--- src/rtl/ptl_pkg.sv ---
// ----------------------------------------------------------------------------
// ptl_pkg
// shared types, token kinds and defaults for the line tokenizer
// ----------------------------------------------------------------------------
package ptl_pkg;

	localparam int MAX_STRING_DEF = 512;
	localparam int LINE_MAX_DEF   = 4095;

	localparam int FIELD_W    = 12;
	localparam int KIND_W     = 3;
	localparam int MAX_RES    = 3;
	localparam int FIFO_DEPTH = 4;

	localparam logic [KIND_W-1:0] K_NL    = 3'd0;
	localparam logic [KIND_W-1:0] K_ID    = 3'd1;
	localparam logic [KIND_W-1:0] K_NUM   = 3'd2;
	localparam logic [KIND_W-1:0] K_DQ    = 3'd3;
	localparam logic [KIND_W-1:0] K_SQ    = 3'd4;
	localparam logic [KIND_W-1:0] K_PUNCT = 3'd5;

	localparam logic [7:0] CH_NL    = 8'h0A;
	localparam logic [7:0] CH_SPMAX = 8'h20;
	localparam logic [7:0] CH_US    = 8'h5F;
	localparam logic [7:0] CH_DQ    = 8'h22;
	localparam logic [7:0] CH_SQ    = 8'h27;
	localparam logic [7:0] CH_BS    = 8'h5C;

	typedef struct packed {
		logic [KIND_W-1:0]  kind;
		logic [FIELD_W-1:0] space_len;
		logic [FIELD_W-1:0] token_start;
		logic [FIELD_W-1:0] token_len;
		logic               unbalanced;
		logic               too_long;
		logic               last_of_run;
	} tok_t;

	typedef struct packed {
		tok_t [MAX_RES-1:0] res;
		logic [1:0]         cnt;
	} tok_group_t;

endpackage

--- src/rtl/ptl_if.sv ---
// ----------------------------------------------------------------------------
// ptl_byte_if / ptl_tok_if
// valid/ready channels for source bytes and tokens
// ----------------------------------------------------------------------------
interface ptl_byte_if;
	import ptl_pkg::*;
	logic       valid;
	logic       ready;
	logic [7:0] char_byte;
	modport source (output valid, output char_byte, input ready);
	modport sink (input valid, input char_byte, output ready);
endinterface

interface ptl_tok_if;
	import ptl_pkg::*;
	logic               valid;
	logic               ready;
	logic [KIND_W-1:0]  token_kind;
	logic [FIELD_W-1:0] space_len;
	logic [FIELD_W-1:0] token_start;
	logic [FIELD_W-1:0] token_len;
	logic               unbalanced;
	logic               too_long;
	logic               last_of_run;
	modport source (output valid, output token_kind, output space_len, output token_start,
		output token_len, output unbalanced, output too_long, output last_of_run,
		input ready);
	modport sink (input valid, input token_kind, input space_len, input token_start,
		input token_len, input unbalanced, input too_long, input last_of_run,
		output ready);
endinterface

--- src/rtl/ptl_lexer.sv ---
// ----------------------------------------------------------------------------
// ptl_lexer
// lexer state registers and per-byte next-state and token logic
// ----------------------------------------------------------------------------
module ptl_lexer #(
	parameter int MAX_STRING = ptl_pkg::MAX_STRING_DEF,
	parameter int LINE_MAX   = ptl_pkg::LINE_MAX_DEF
) (
	input  logic                clk,
	input  logic                arst_n,
	input  logic                fire,
	input  logic [7:0]          char_byte,
	output ptl_pkg::tok_group_t grp
);
	import ptl_pkg::*;

	localparam int POS_W = $clog2(LINE_MAX + 1);
	localparam logic [POS_W-1:0] LMAX = POS_W'(LINE_MAX);
	localparam logic [POS_W-1:0] ONE  = POS_W'(1);

	localparam logic [2:0] MODE_IDLE = 3'd0;
	localparam logic [2:0] MODE_ID   = 3'd1;
	localparam logic [2:0] MODE_NUM  = 3'd2;
	localparam logic [2:0] MODE_STR  = 3'd3;
	localparam logic [2:0] MODE_ESC  = 3'd4;

	logic [2:0]       mode_q, mode_d;
	logic             qd_q, qd_d;
	logic [POS_W-1:0] pos_q, pos_d;
	logic [POS_W-1:0] pend_q, pend_d;
	logic [POS_W-1:0] tst_q, tst_d;
	logic [POS_W-1:0] tsp_q, tsp_d;
	logic [POS_W-1:0] len_q, len_d;

	tok_t [MAX_RES-1:0] res;
	logic [1:0]         n;
	logic               newline;
	logic               fresh;
	logic               is_alpha, is_digit;
	logic [7:0]         quote;
	logic [POS_W-1:0]   len_inc;

	function automatic logic [POS_W-1:0] sat_inc(input logic [POS_W-1:0] v);
		return (v >= LMAX) ? LMAX : v + ONE;
	endfunction

	function automatic logic [FIELD_W-1:0] f12(input logic [31:0] v);
		return v[FIELD_W-1:0];
	endfunction

	function automatic tok_t mk_tok(input logic [KIND_W-1:0] kind,
		input logic [POS_W-1:0] space, input logic [POS_W-1:0] start,
		input logic [POS_W-1:0] len);
		tok_t t;
		t.kind        = kind;
		t.space_len   = f12(32'(space));
		t.token_start = f12(32'(start));
		t.token_len   = f12(32'(len));
		t.unbalanced  = 1'b0;
		t.too_long    = 1'b0;
		t.last_of_run = 1'b0;
		return t;
	endfunction

	function automatic tok_t str_tok(input logic dq, input logic [POS_W-1:0] space,
		input logic [POS_W-1:0] start, input logic [POS_W-1:0] len, input logic unb);
		tok_t        t;
		logic [31:0] st;
		t = mk_tok(dq ? K_DQ : K_SQ, space, start, len);
		t.unbalanced = unb;
		if (32'(len) >= 32'(MAX_STRING)) begin
			st = 32'(start) + 32'(len) - 32'(MAX_STRING);
			if (st > 32'(LINE_MAX)) begin
				st = 32'(LINE_MAX);
			end
			t.too_long    = 1'b1;
			t.token_start = f12(st);
			t.token_len   = f12(32'(MAX_STRING));
		end
		return t;
	endfunction

	assign is_alpha = ((char_byte >= "a") && (char_byte <= "z")) ||
		((char_byte >= "A") && (char_byte <= "Z"));
	assign is_digit = (char_byte >= "0") && (char_byte <= "9");
	assign quote    = qd_q ? CH_DQ : CH_SQ;
	assign len_inc  = sat_inc(len_q);

	always_comb begin
		mode_d  = mode_q;
		qd_d    = qd_q;
		pend_d  = pend_q;
		tst_d   = tst_q;
		tsp_d   = tsp_q;
		len_d   = len_q;
		res     = '0;
		n       = 2'd0;
		newline = 1'b0;
		fresh   = 1'b0;
		case (mode_q)
			MODE_ID, MODE_NUM: begin
				if (is_alpha || is_digit || ((mode_q == MODE_ID) && (char_byte == CH_US))) begin
					len_d = len_inc;
				end else begin
					res[0] = mk_tok((mode_q == MODE_ID) ? K_ID : K_NUM, tsp_q, tst_q, len_q);
					n      = 2'd1;
					fresh  = 1'b1;
				end
			end
			MODE_STR: begin
				if (char_byte == quote) begin
					len_d  = len_inc;
					res[0] = str_tok(qd_q, tsp_q, tst_q, len_inc, 1'b0);
					n      = 2'd1;
					mode_d = MODE_IDLE;
				end else if (char_byte == CH_NL) begin
					res[0]  = str_tok(qd_q, tsp_q, tst_q, len_q, 1'b1);
					res[1]  = mk_tok(K_NL, '0, pos_q, ONE);
					n       = 2'd2;
					newline = 1'b1;
				end else begin
					len_d = len_inc;
					if (char_byte == CH_BS) begin
						mode_d = MODE_ESC;
					end
				end
			end
			MODE_ESC: begin
				if (char_byte == CH_NL) begin
					res[0]  = str_tok(qd_q, tsp_q, tst_q,
						(len_q != '0) ? len_q - ONE : '0, 1'b1);
					res[1]  = mk_tok(K_PUNCT, '0, (pos_q != '0) ? pos_q - ONE : '0, ONE);
					res[2]  = mk_tok(K_NL, '0, pos_q, ONE);
					n       = 2'd3;
					newline = 1'b1;
				end else begin
					len_d  = len_inc;
					mode_d = MODE_STR;
				end
			end
			default: begin
				fresh = 1'b1;
			end
		endcase

		if (fresh) begin
			mode_d = MODE_IDLE;
			if (char_byte == CH_NL) begin
				res[n]  = mk_tok(K_NL, pend_q, pos_q, ONE);
				n       = n + 2'd1;
				newline = 1'b1;
			end else if (char_byte <= CH_SPMAX) begin
				pend_d = sat_inc(pend_q);
			end else if (is_alpha || is_digit || (char_byte == CH_US) ||
				(char_byte == CH_DQ) || (char_byte == CH_SQ)) begin
				mode_d = is_digit ? MODE_NUM : (is_alpha || (char_byte == CH_US)) ? MODE_ID
					: MODE_STR;
				if ((char_byte == CH_DQ) || (char_byte == CH_SQ)) begin
					qd_d = (char_byte == CH_DQ);
				end
				tsp_d  = pend_q;
				tst_d  = pos_q;
				len_d  = ONE;
				pend_d = '0;
			end else begin
				res[n] = mk_tok(K_PUNCT, pend_q, pos_q, ONE);
				n      = n + 2'd1;
				pend_d = '0;
			end
		end

		if (newline) begin
			mode_d = MODE_IDLE;
			pos_d  = '0;
			pend_d = '0;
		end else begin
			pos_d = sat_inc(pos_q);
		end

		if (n != 2'd0) begin
			res[n - 2'd1].last_of_run = 1'b1;
		end
	end

	assign grp.res = res;
	assign grp.cnt = n;

	always_ff @(posedge clk or negedge arst_n) begin
		if (!arst_n) begin
			mode_q <= MODE_IDLE;
			qd_q   <= 1'b0;
			pos_q  <= '0;
			pend_q <= '0;
			tst_q  <= '0;
			tsp_q  <= '0;
			len_q  <= '0;
		end else if (fire) begin
			mode_q <= mode_d;
			qd_q   <= qd_d;
			pos_q  <= pos_d;
			pend_q <= pend_d;
			tst_q  <= tst_d;
			tsp_q  <= tsp_d;
			len_q  <= len_d;
		end
	end

endmodule

--- src/rtl/ptl_rfifo.sv ---
// ----------------------------------------------------------------------------
// ptl_rfifo
// result queue taking up to three tokens per cycle and handing out one while ready is high
// ----------------------------------------------------------------------------
module ptl_rfifo (
	input  logic                clk,
	input  logic                arst_n,
	input  logic                push,
	input  ptl_pkg::tok_group_t grp,
	output logic                room,
	output logic                valid,
	input  logic                ready,
	output ptl_pkg::tok_t       head
);
	import ptl_pkg::*;

	localparam int PTR_W = $clog2(FIFO_DEPTH);
	localparam int CNT_W = $clog2(FIFO_DEPTH + 1);
	localparam logic [CNT_W-1:0] DEPTH_C = CNT_W'(FIFO_DEPTH);
	localparam logic [CNT_W-1:0] ROOM_C  = CNT_W'(FIFO_DEPTH - MAX_RES);

	tok_t             mem [FIFO_DEPTH];
	logic [PTR_W-1:0] rd_q, wr_q;
	logic [CNT_W-1:0] cnt_q;
	logic [1:0]       push_n;
	logic             pop;

	assign push_n = push ? grp.cnt : 2'd0;
	assign pop    = valid && ready;
	assign valid  = (cnt_q != '0);
	assign room   = (cnt_q <= ROOM_C);
	assign head   = mem[rd_q];

	always_ff @(posedge clk) begin
		for (int i = 0; i < MAX_RES; i++) begin
			if (2'(i) < push_n) begin
				mem[wr_q + PTR_W'(i)] <= grp.res[i];
			end
		end
	end

	always_ff @(posedge clk or negedge arst_n) begin
		if (!arst_n) begin
			rd_q  <= '0;
			wr_q  <= '0;
			cnt_q <= '0;
		end else begin
			wr_q  <= wr_q + PTR_W'(push_n);
			rd_q  <= rd_q + PTR_W'(pop);
			cnt_q <= cnt_q + CNT_W'(push_n) - CNT_W'(pop);
		end
	end

	a_cnt_bound: assert property (@(posedge clk) disable iff (!arst_n)
		cnt_q <= DEPTH_C)
		else $error("result queue over depth");

	a_push_room: assert property (@(posedge clk) disable iff (!arst_n)
		(push_n != 2'd0) |-> (CNT_W'(push_n) + cnt_q <= DEPTH_C))
		else $error("tokens pushed without room");

	a_hold_valid: assert property (@(posedge clk) disable iff (!arst_n)
		(valid && !ready) |=> (valid && $stable(head)))
		else $error("stalled token lost");

	a_last_mark: assert property (@(posedge clk) disable iff (!arst_n)
		(push_n != 2'd0) |-> grp.res[push_n - 2'd1].last_of_run)
		else $error("last token of a byte not marked");

endmodule

--- src/rtl/preprocessor_line_tokenizer_core.sv ---
// ----------------------------------------------------------------------------
// preprocessor_line_tokenizer_core
// lexes source bytes into tokens with space, offset and length
//
//   port     dir   request
//   chars    sink  one source byte
//   tokens   src   one token (kind, space, start, length, flags)
//
// one byte is taken per cycle when the result queue has room for three tokens
// a byte yields zero to three tokens, drained one per cycle from a 4-entry queue while tokens.ready is high
// a byte's tokens are registered in the queue before they are offered on tokens
// reset clears lexer state and empties the queue
// a stall on tokens lets the queue fill past one entry and then holds chars.ready low
// ----------------------------------------------------------------------------
module preprocessor_line_tokenizer_core #(
	parameter int MAX_STRING = ptl_pkg::MAX_STRING_DEF,
	parameter int LINE_MAX   = ptl_pkg::LINE_MAX_DEF
) (
	input logic      clk,
	input logic      arst_n,
	ptl_byte_if.sink chars,
	ptl_tok_if.source tokens
);
	import ptl_pkg::*;

	tok_group_t grp;
	tok_t       head;
	logic       room;
	logic       fire;

	assign chars.ready = room;
	assign fire        = chars.valid && room;

	ptl_lexer #(
		.MAX_STRING(MAX_STRING),
		.LINE_MAX  (LINE_MAX)
	) u_lexer (
		.clk      (clk),
		.arst_n   (arst_n),
		.fire     (fire),
		.char_byte(chars.char_byte),
		.grp      (grp)
	);

	ptl_rfifo u_rfifo (
		.clk   (clk),
		.arst_n(arst_n),
		.push  (fire),
		.grp   (grp),
		.room  (room),
		.valid (tokens.valid),
		.ready (tokens.ready),
		.head  (head)
	);

	assign tokens.token_kind  = head.kind;
	assign tokens.space_len   = head.space_len;
	assign tokens.token_start = head.token_start;
	assign tokens.token_len   = head.token_len;
	assign tokens.unbalanced  = head.unbalanced;
	assign tokens.too_long    = head.too_long;
	assign tokens.last_of_run = head.last_of_run;

endmodule
--- src/flat_wrapper.sv ---
// flat-port wrapper written by rule: the top's interface ports become plain ports
module preprocessor_line_tokenizer_core_flat import ptl_pkg::*;
#(
	parameter int MAX_STRING = ptl_pkg::MAX_STRING_DEF,
	parameter int LINE_MAX   = ptl_pkg::LINE_MAX_DEF
)
  (clk, arst_n, chars_valid, chars_char_byte, chars_ready, tokens_valid, tokens_token_kind, tokens_space_len, tokens_token_start, tokens_token_len, tokens_unbalanced, tokens_too_long, tokens_last_of_run, tokens_ready);
  ptl_byte_if chars_i ();
  ptl_tok_if tokens_i ();
  input logic clk;
  input logic arst_n;
  input wire logic [$bits(chars_i.valid)-1:0] chars_valid;
  input wire logic [$bits(chars_i.char_byte)-1:0] chars_char_byte;
  output wire logic [$bits(chars_i.ready)-1:0] chars_ready;
  output wire logic [$bits(tokens_i.valid)-1:0] tokens_valid;
  output wire logic [$bits(tokens_i.token_kind)-1:0] tokens_token_kind;
  output wire logic [$bits(tokens_i.space_len)-1:0] tokens_space_len;
  output wire logic [$bits(tokens_i.token_start)-1:0] tokens_token_start;
  output wire logic [$bits(tokens_i.token_len)-1:0] tokens_token_len;
  output wire logic [$bits(tokens_i.unbalanced)-1:0] tokens_unbalanced;
  output wire logic [$bits(tokens_i.too_long)-1:0] tokens_too_long;
  output wire logic [$bits(tokens_i.last_of_run)-1:0] tokens_last_of_run;
  input wire logic [$bits(tokens_i.ready)-1:0] tokens_ready;
  assign chars_i.valid = chars_valid;
  assign chars_i.char_byte = chars_char_byte;
  assign chars_ready = chars_i.ready;
  assign tokens_valid = tokens_i.valid;
  assign tokens_token_kind = tokens_i.token_kind;
  assign tokens_space_len = tokens_i.space_len;
  assign tokens_token_start = tokens_i.token_start;
  assign tokens_token_len = tokens_i.token_len;
  assign tokens_unbalanced = tokens_i.unbalanced;
  assign tokens_too_long = tokens_i.too_long;
  assign tokens_last_of_run = tokens_i.last_of_run;
  assign tokens_i.ready = tokens_ready;
  preprocessor_line_tokenizer_core #(.MAX_STRING(MAX_STRING), .LINE_MAX(LINE_MAX)) u_core (.clk(clk), .arst_n(arst_n), .chars(chars_i), .tokens(tokens_i));
endmodule
--- config.mk ---
export PLATFORM = sky130hd
export DESIGN_NAME = preprocessor_line_tokenizer_core_flat
export DESIGN_NICKNAME = d
export VERILOG_FILES = /design/src/rtl/ptl_pkg.sv /design/src/rtl/ptl_if.sv /design/src/rtl/ptl_lexer.sv /design/src/rtl/ptl_rfifo.sv /design/src/rtl/preprocessor_line_tokenizer_core.sv /design/src/flat_wrapper.sv
export SDC_FILE = /design/constraint.sdc
export NUM_CORES = 1
export LEC_CHECK = 0
export ABC_CLOCK_PERIOD_IN_PS = 5400
export BUFFER_PORTS_ARGS = -buffer_cell sky130_fd_sc_hd__buf_2
export CAP_MARGIN = 20
export CORE_UTILIZATION = 46
export CTS_CLUSTER_SIZE = 30
export DETAILED_ROUTE_END_ITERATION = 10
export GPL_TIMING_DRIVEN = 0
export PLACE_DENSITY = 0.72
export REMOVE_ABC_BUFFERS = 1
export SYNTH_ARGS = -nofsm -noshare
export SYNTH_HDL_FRONTEND = slang
export SYNTH_SLANG_ARGS = --single-unit
--- constraint.sdc ---
create_clock -name clk -period 5.4 [get_ports clk]
set_input_delay 1.08 -clock clk [delete_from_list [all_inputs] [get_ports clk]]
set_output_delay 1.08 -clock clk [all_outputs]
set_load 0.01 [all_outputs]
==> impl_summary.txt <==
----------------------------------------------------
[Outcome]
  Run status ... finished clean

[GRT]
  First-pass GRT wire length ... roughly 75 mm
  Met2 track utilization from global routing ... approximately 43%
  Global Route met3 Usage ... under 10%
  Global route overflow ... 0
  Largest net degree at the start of global routing ... 41
  Via count of the first global-routing pass ... about 13000
  Met1 track demand over resource ... 36.9%
  Total global-route track usage ... a little over a quarter
  Most Used Layer, Global Route ... met2
  Antenna violations before repair ... 0

[Synthesis]
  Yosys cell types ... 79
  Largest area contributor in the netlist ... edfxtp_1
  Synthesis warning total ... 0
  Post-synthesis instance area ... 0.0161 sq mm
  #FFs+latches synth ... around 240
  Portion of the post-synthesis area used by sequential elements ... between 40% and 50%
  Gate count after technology mapping ... roughly 1700
  Synthesized area per cell ... between 9 and 10 sq um
  Most used standard cells in the synthesized netlist ... 187 x nand2_1, 184 x nor2_1, 168 x edfxtp_1
  Most frequently used flop master after synthesis ... edfxtp_1
  Number of synthesized flops with an enable pin ... between 150 and 200
  Share of the synthesized area in the top cell type ... a little under a third
  Cell types with the largest area share after synthesis ... edfxtp_1 31%, dfrtp_1 11%, ha_1 6.4%
  Share of flip-flops with an asynchronous set or reset ... a little under 30%
  Most used standard cell by instance count after synthesis ... nand2_1

[Place]
  DP Cell Count ... roughly 2100
  Post-placement cell area ... around 0.017 sq mm
  Number of input and output port buffers inserted ... 55
  Hpwl dp ... 33.8 mm
  Gp weighted congestion ... around 0.96

[Timing]
  Smallest hold slack ... 499 ps
  Slew at the pin with the worst max-slew slack ... 1100 ps
  Final critical delay including setup and external delays ... between 5000 and 6000 ps
  Final worst path period share ... a little under 100%
  Number of hold-slack violations in the final timing report ... 0
  Count of pins over their slew limit ... 0
  Final setup viols ... 0
  Maximum achievable frequency ... about 190 MHz
  Slew headroom ... a little over a quarter
  Worst clock skew ... ~14 ps
  Setup repair after global routing missed its margin ... false

[Pwr]
  Power per cell area ... roughly 480 mW/mm^2
  Cell internal power dissipation ... roughly 5 mW
  Part of the power in registers ... between 30% and 40%
  IR drop worst, VDD ... around 0.0003 V
  Portion of total power attributed to the clock network ... 21.6%
  Part of the power in combinational logic ... 48.3%
  Leakage power ... ~7.2 nW
  Design Power ... 8.59 mW
  NetSw ... 3.62 mW
  Switching power share of the total ... ~42%

[Critical path]
  Crit Path Category ... in -> reg
  Reg-to-Reg End ... u_core.u_rfifo.mem[3][25]$_DFFE_PP_
  Sort of element at the end of the critical path ... flop
  Worst R2R Start ... u_core.u_lexer.len_q[5]$_DFFE_PN0P_
  CP Data Arrival Time ... ~5500 ps
  Ordered list of cells on the worst path ... buf_2, or3_1, nor3_2, nand3_1, and3_1, ha_1, o211ai_2, a211o_1, nor2_8, nor2_2, buf_16, o21ai_4, buf_12
  Worst Setup Start Kind ... primary input
  Stage delay of the slowest cell on the critical path ... 630 ps
  Data required time at the worst endpoint ... approximately 5700 ps
  Setup slack of the worst register-to-register path ... 200 ps
  Cell with the largest stage delay on the worst path ... a211o_1
  Max Fanout on Critical Path ... 23
  Cell count of the worst reg-to-reg path ... 15

[Floorplanning]
  Boundary Pins ... 56
  Number of placement rows ... between 60 and 70
  Std-Cell Core Area ... about 0.035 sq mm
  Initial Util ... 46.7%
  Vertical die dimension ... approximately 190 microns
  Die Footprint ... 0.0358 sq mm
  Overall die width ... between 150 and 200 microns

[CTS]
  Later-pin clock latency in the skew report ... ~550 ps
  Clock slew at the register clock pins of the worst setup and hold paths ... 60 ps
  Number of buffers added by the clock tree synthesis step ... 25
  CTS Root Cell ... clkbuf_16
  Clock Path Buffers ... 3
  Total number of clock tree sinks ... around 240
  TritonCTS clock tree ... built
  H-tree levels ... 1

[Worst hold path]
  Hold EP ... u_core.u_rfifo.cnt_q[2]$_DFF_PN0_
  Hold crit path type ... reg -> reg
  Hold-critical path depth ... 1
  Worst hold start ... u_core.u_rfifo.cnt_q[2]$_DFF_PN0_

[Flow run]
  Max Cap Violations ... 0

[Routing]
  Number of vias after detailed routing ... 14100
  Routed Antenna Nets ... 0
  Number of optimization iterations in the first detailed-route pass ... 6
  Post-DR vias/cell ... around 6.6
  DR WL/cell ... about 23 microns
  DRC violation count after routing ... 0
  Detailed Route WL ... ~50 mm
  DR iter-0 viols ... around 1900

[Cells and area]
  Layout cells sized above 1 ... 13.9%
  Net total in the final layout ... 1766
  Layout overhead on the synthesized area ... 11.8%
  Utilization of the core after routing ... between 50% and 60%
  Count of non-filler cells in the finished layout ... between 2000 and 2500
  Final non-filler cell area ... between 0.015 and 0.02 sq mm
  Antenna diodes ... 0

----------------------------------------------------
-- power by group through the flow --
| stage | combinational, mW | sequential [mW] | clock (mW) |
|---|---|---|---|
| floorplan | 2.62 | 2.60 | 0 |
| global placement | 3.60 | 2.76 | 0 |
| detailed placement | 3.92 | 2.60 | 0 |
| CTS | 3.98 | 2.57 | 1.87 |
| global route | 4.52 | 2.61 | 1.94 |
| finish | 4.15 | 2.58 | 1.85 |
-- worst max-delay path by stage --
| stage | from | to | slack, ps |
|---|---|---|---|
| after floorplan | chars_char_byte[6] | u_core.u_rfifo.mem[3][0]$_DFFE_PP_ | -1960 |
| after global placement | chars_char_byte[2] | u_core.u_rfifo.mem[3][6]$_SDFFCE_PP0P_ | -7780 |
| after detailed placement | chars_char_byte[6] | u_core.u_rfifo.mem[1][28]$_DFFE_PP_ | -780 |
| after CTS | chars_char_byte[6] | u_core.u_rfifo.mem[3][6]$_SDFFCE_PP0P_ | 2 |
| after global routing | u_core.u_lexer.len_q[5]$_DFFE_PN0P_ | u_core.u_rfifo.mem[2][22]$_DFFE_PP_ | 20 |
| final | chars_char_byte[6] | u_core.u_rfifo.mem[0][31]$_DFFE_PP_ | 150 |
-- cells by family after synthesis --
logic type / share of synthesized area (%)
and+or+nand+nor: 16.0
AOI/OAI and AO/OA: 21.5
DFF: 42.3
buffers and inverters: 4.45
adders and majority gates: 6.93
muxes: 6.62
xor gates and xnor gates: 2.16
-- layout make-up --
type | count | area [sq um]
flip-flops and latches | 239 | 6830
clock inverters | 16 | 225
multi-input cells | 1258 | 8820
repair buffers | 82 | 704
inverters | 61 | 229
well taps | 455 | 569
clock buffers | 30 | 654
fillers | 3043 | 16500
-- state kept, by name (all words and copies together), names as in the netlist --
signal	cells
u_core.u_rfifo.mem	168
u_core.u_lexer.len_q	12
u_core.u_lexer.pend_q	12
u_core.u_lexer.pos_q	12
u_core.u_lexer.tsp_q	12
u_core.u_lexer.tst_q	12
u_core.u_lexer.mode_q	3
u_core.u_rfifo.cnt_q	3
u_core.u_rfifo.rd_q	2
u_core.u_rfifo.wr_q	2
u_core.u_lexer.qd_q	1
-- through the flow --
step / setup slack [ps] / TNS (ps)
final: 149 / 0
after global routing: 16.7 / 0
after CTS: 2.37 / 0
after detailed placement: -777 / -98080
after global placement: -7780 / -1464510
after floorplan: -1960 / -346590
-- critical path: cells and delay by family --
kind	cells	cell delay, ps
compound gates	3	1130
simple gates	6	2310
fa+ha+maj	1	320
buf+inv	3	650
-- per-layer routing --
layer  routed length, microns  up-vias  part of all wire [%]
li1                         -     6315                     -
met1                    20000     6865                    41
met2                    22600      787                    46
met3                     4360      123                   9.0
met4                     1740        0                   3.6
met5                        0        -                     0
-- cell usage in the layout, fill, tap and decap left out, types with 10 or more instances in the layout --
cell       synthesis  layout
a32o_1            50      50
a21oi_1          137     133
mux4_2            42      42
or3_1             13      13
xnor2_1           24      24
xor2_1            14      14
edfxtp_1         168     168
o22ai_1           17      17
nand2b_1          15      15
a31oi_1           19      18
a22o_1            11      11
buf_2             18      56
nor3_1            41      36
inv_1             60      60
o21a_1            13      13
clkbuf_16          0      25
a221oi_1          26      26
o21ai_0          109     104
and2_1            11      11
o211ai_1          10      10
nand2_1          187     187
a21o_1            11      11
ha_1              83      83
nor2_1           184     183
dfrtp_1           71      67
nand4_1           12      12
nand3_1           48      48
-- repair_timing --
item / 4_1_cts / 5_1_grt
pin swaps: 2 / 2
cloned: 0 / 1
resized for setup: 12 / 16
buffers inserted: 1 / 0
setup endpoints to repair: 72 / 237
hold buffers: 0 / 0
No activity file was read; power rests on OpenSTA's default activity.
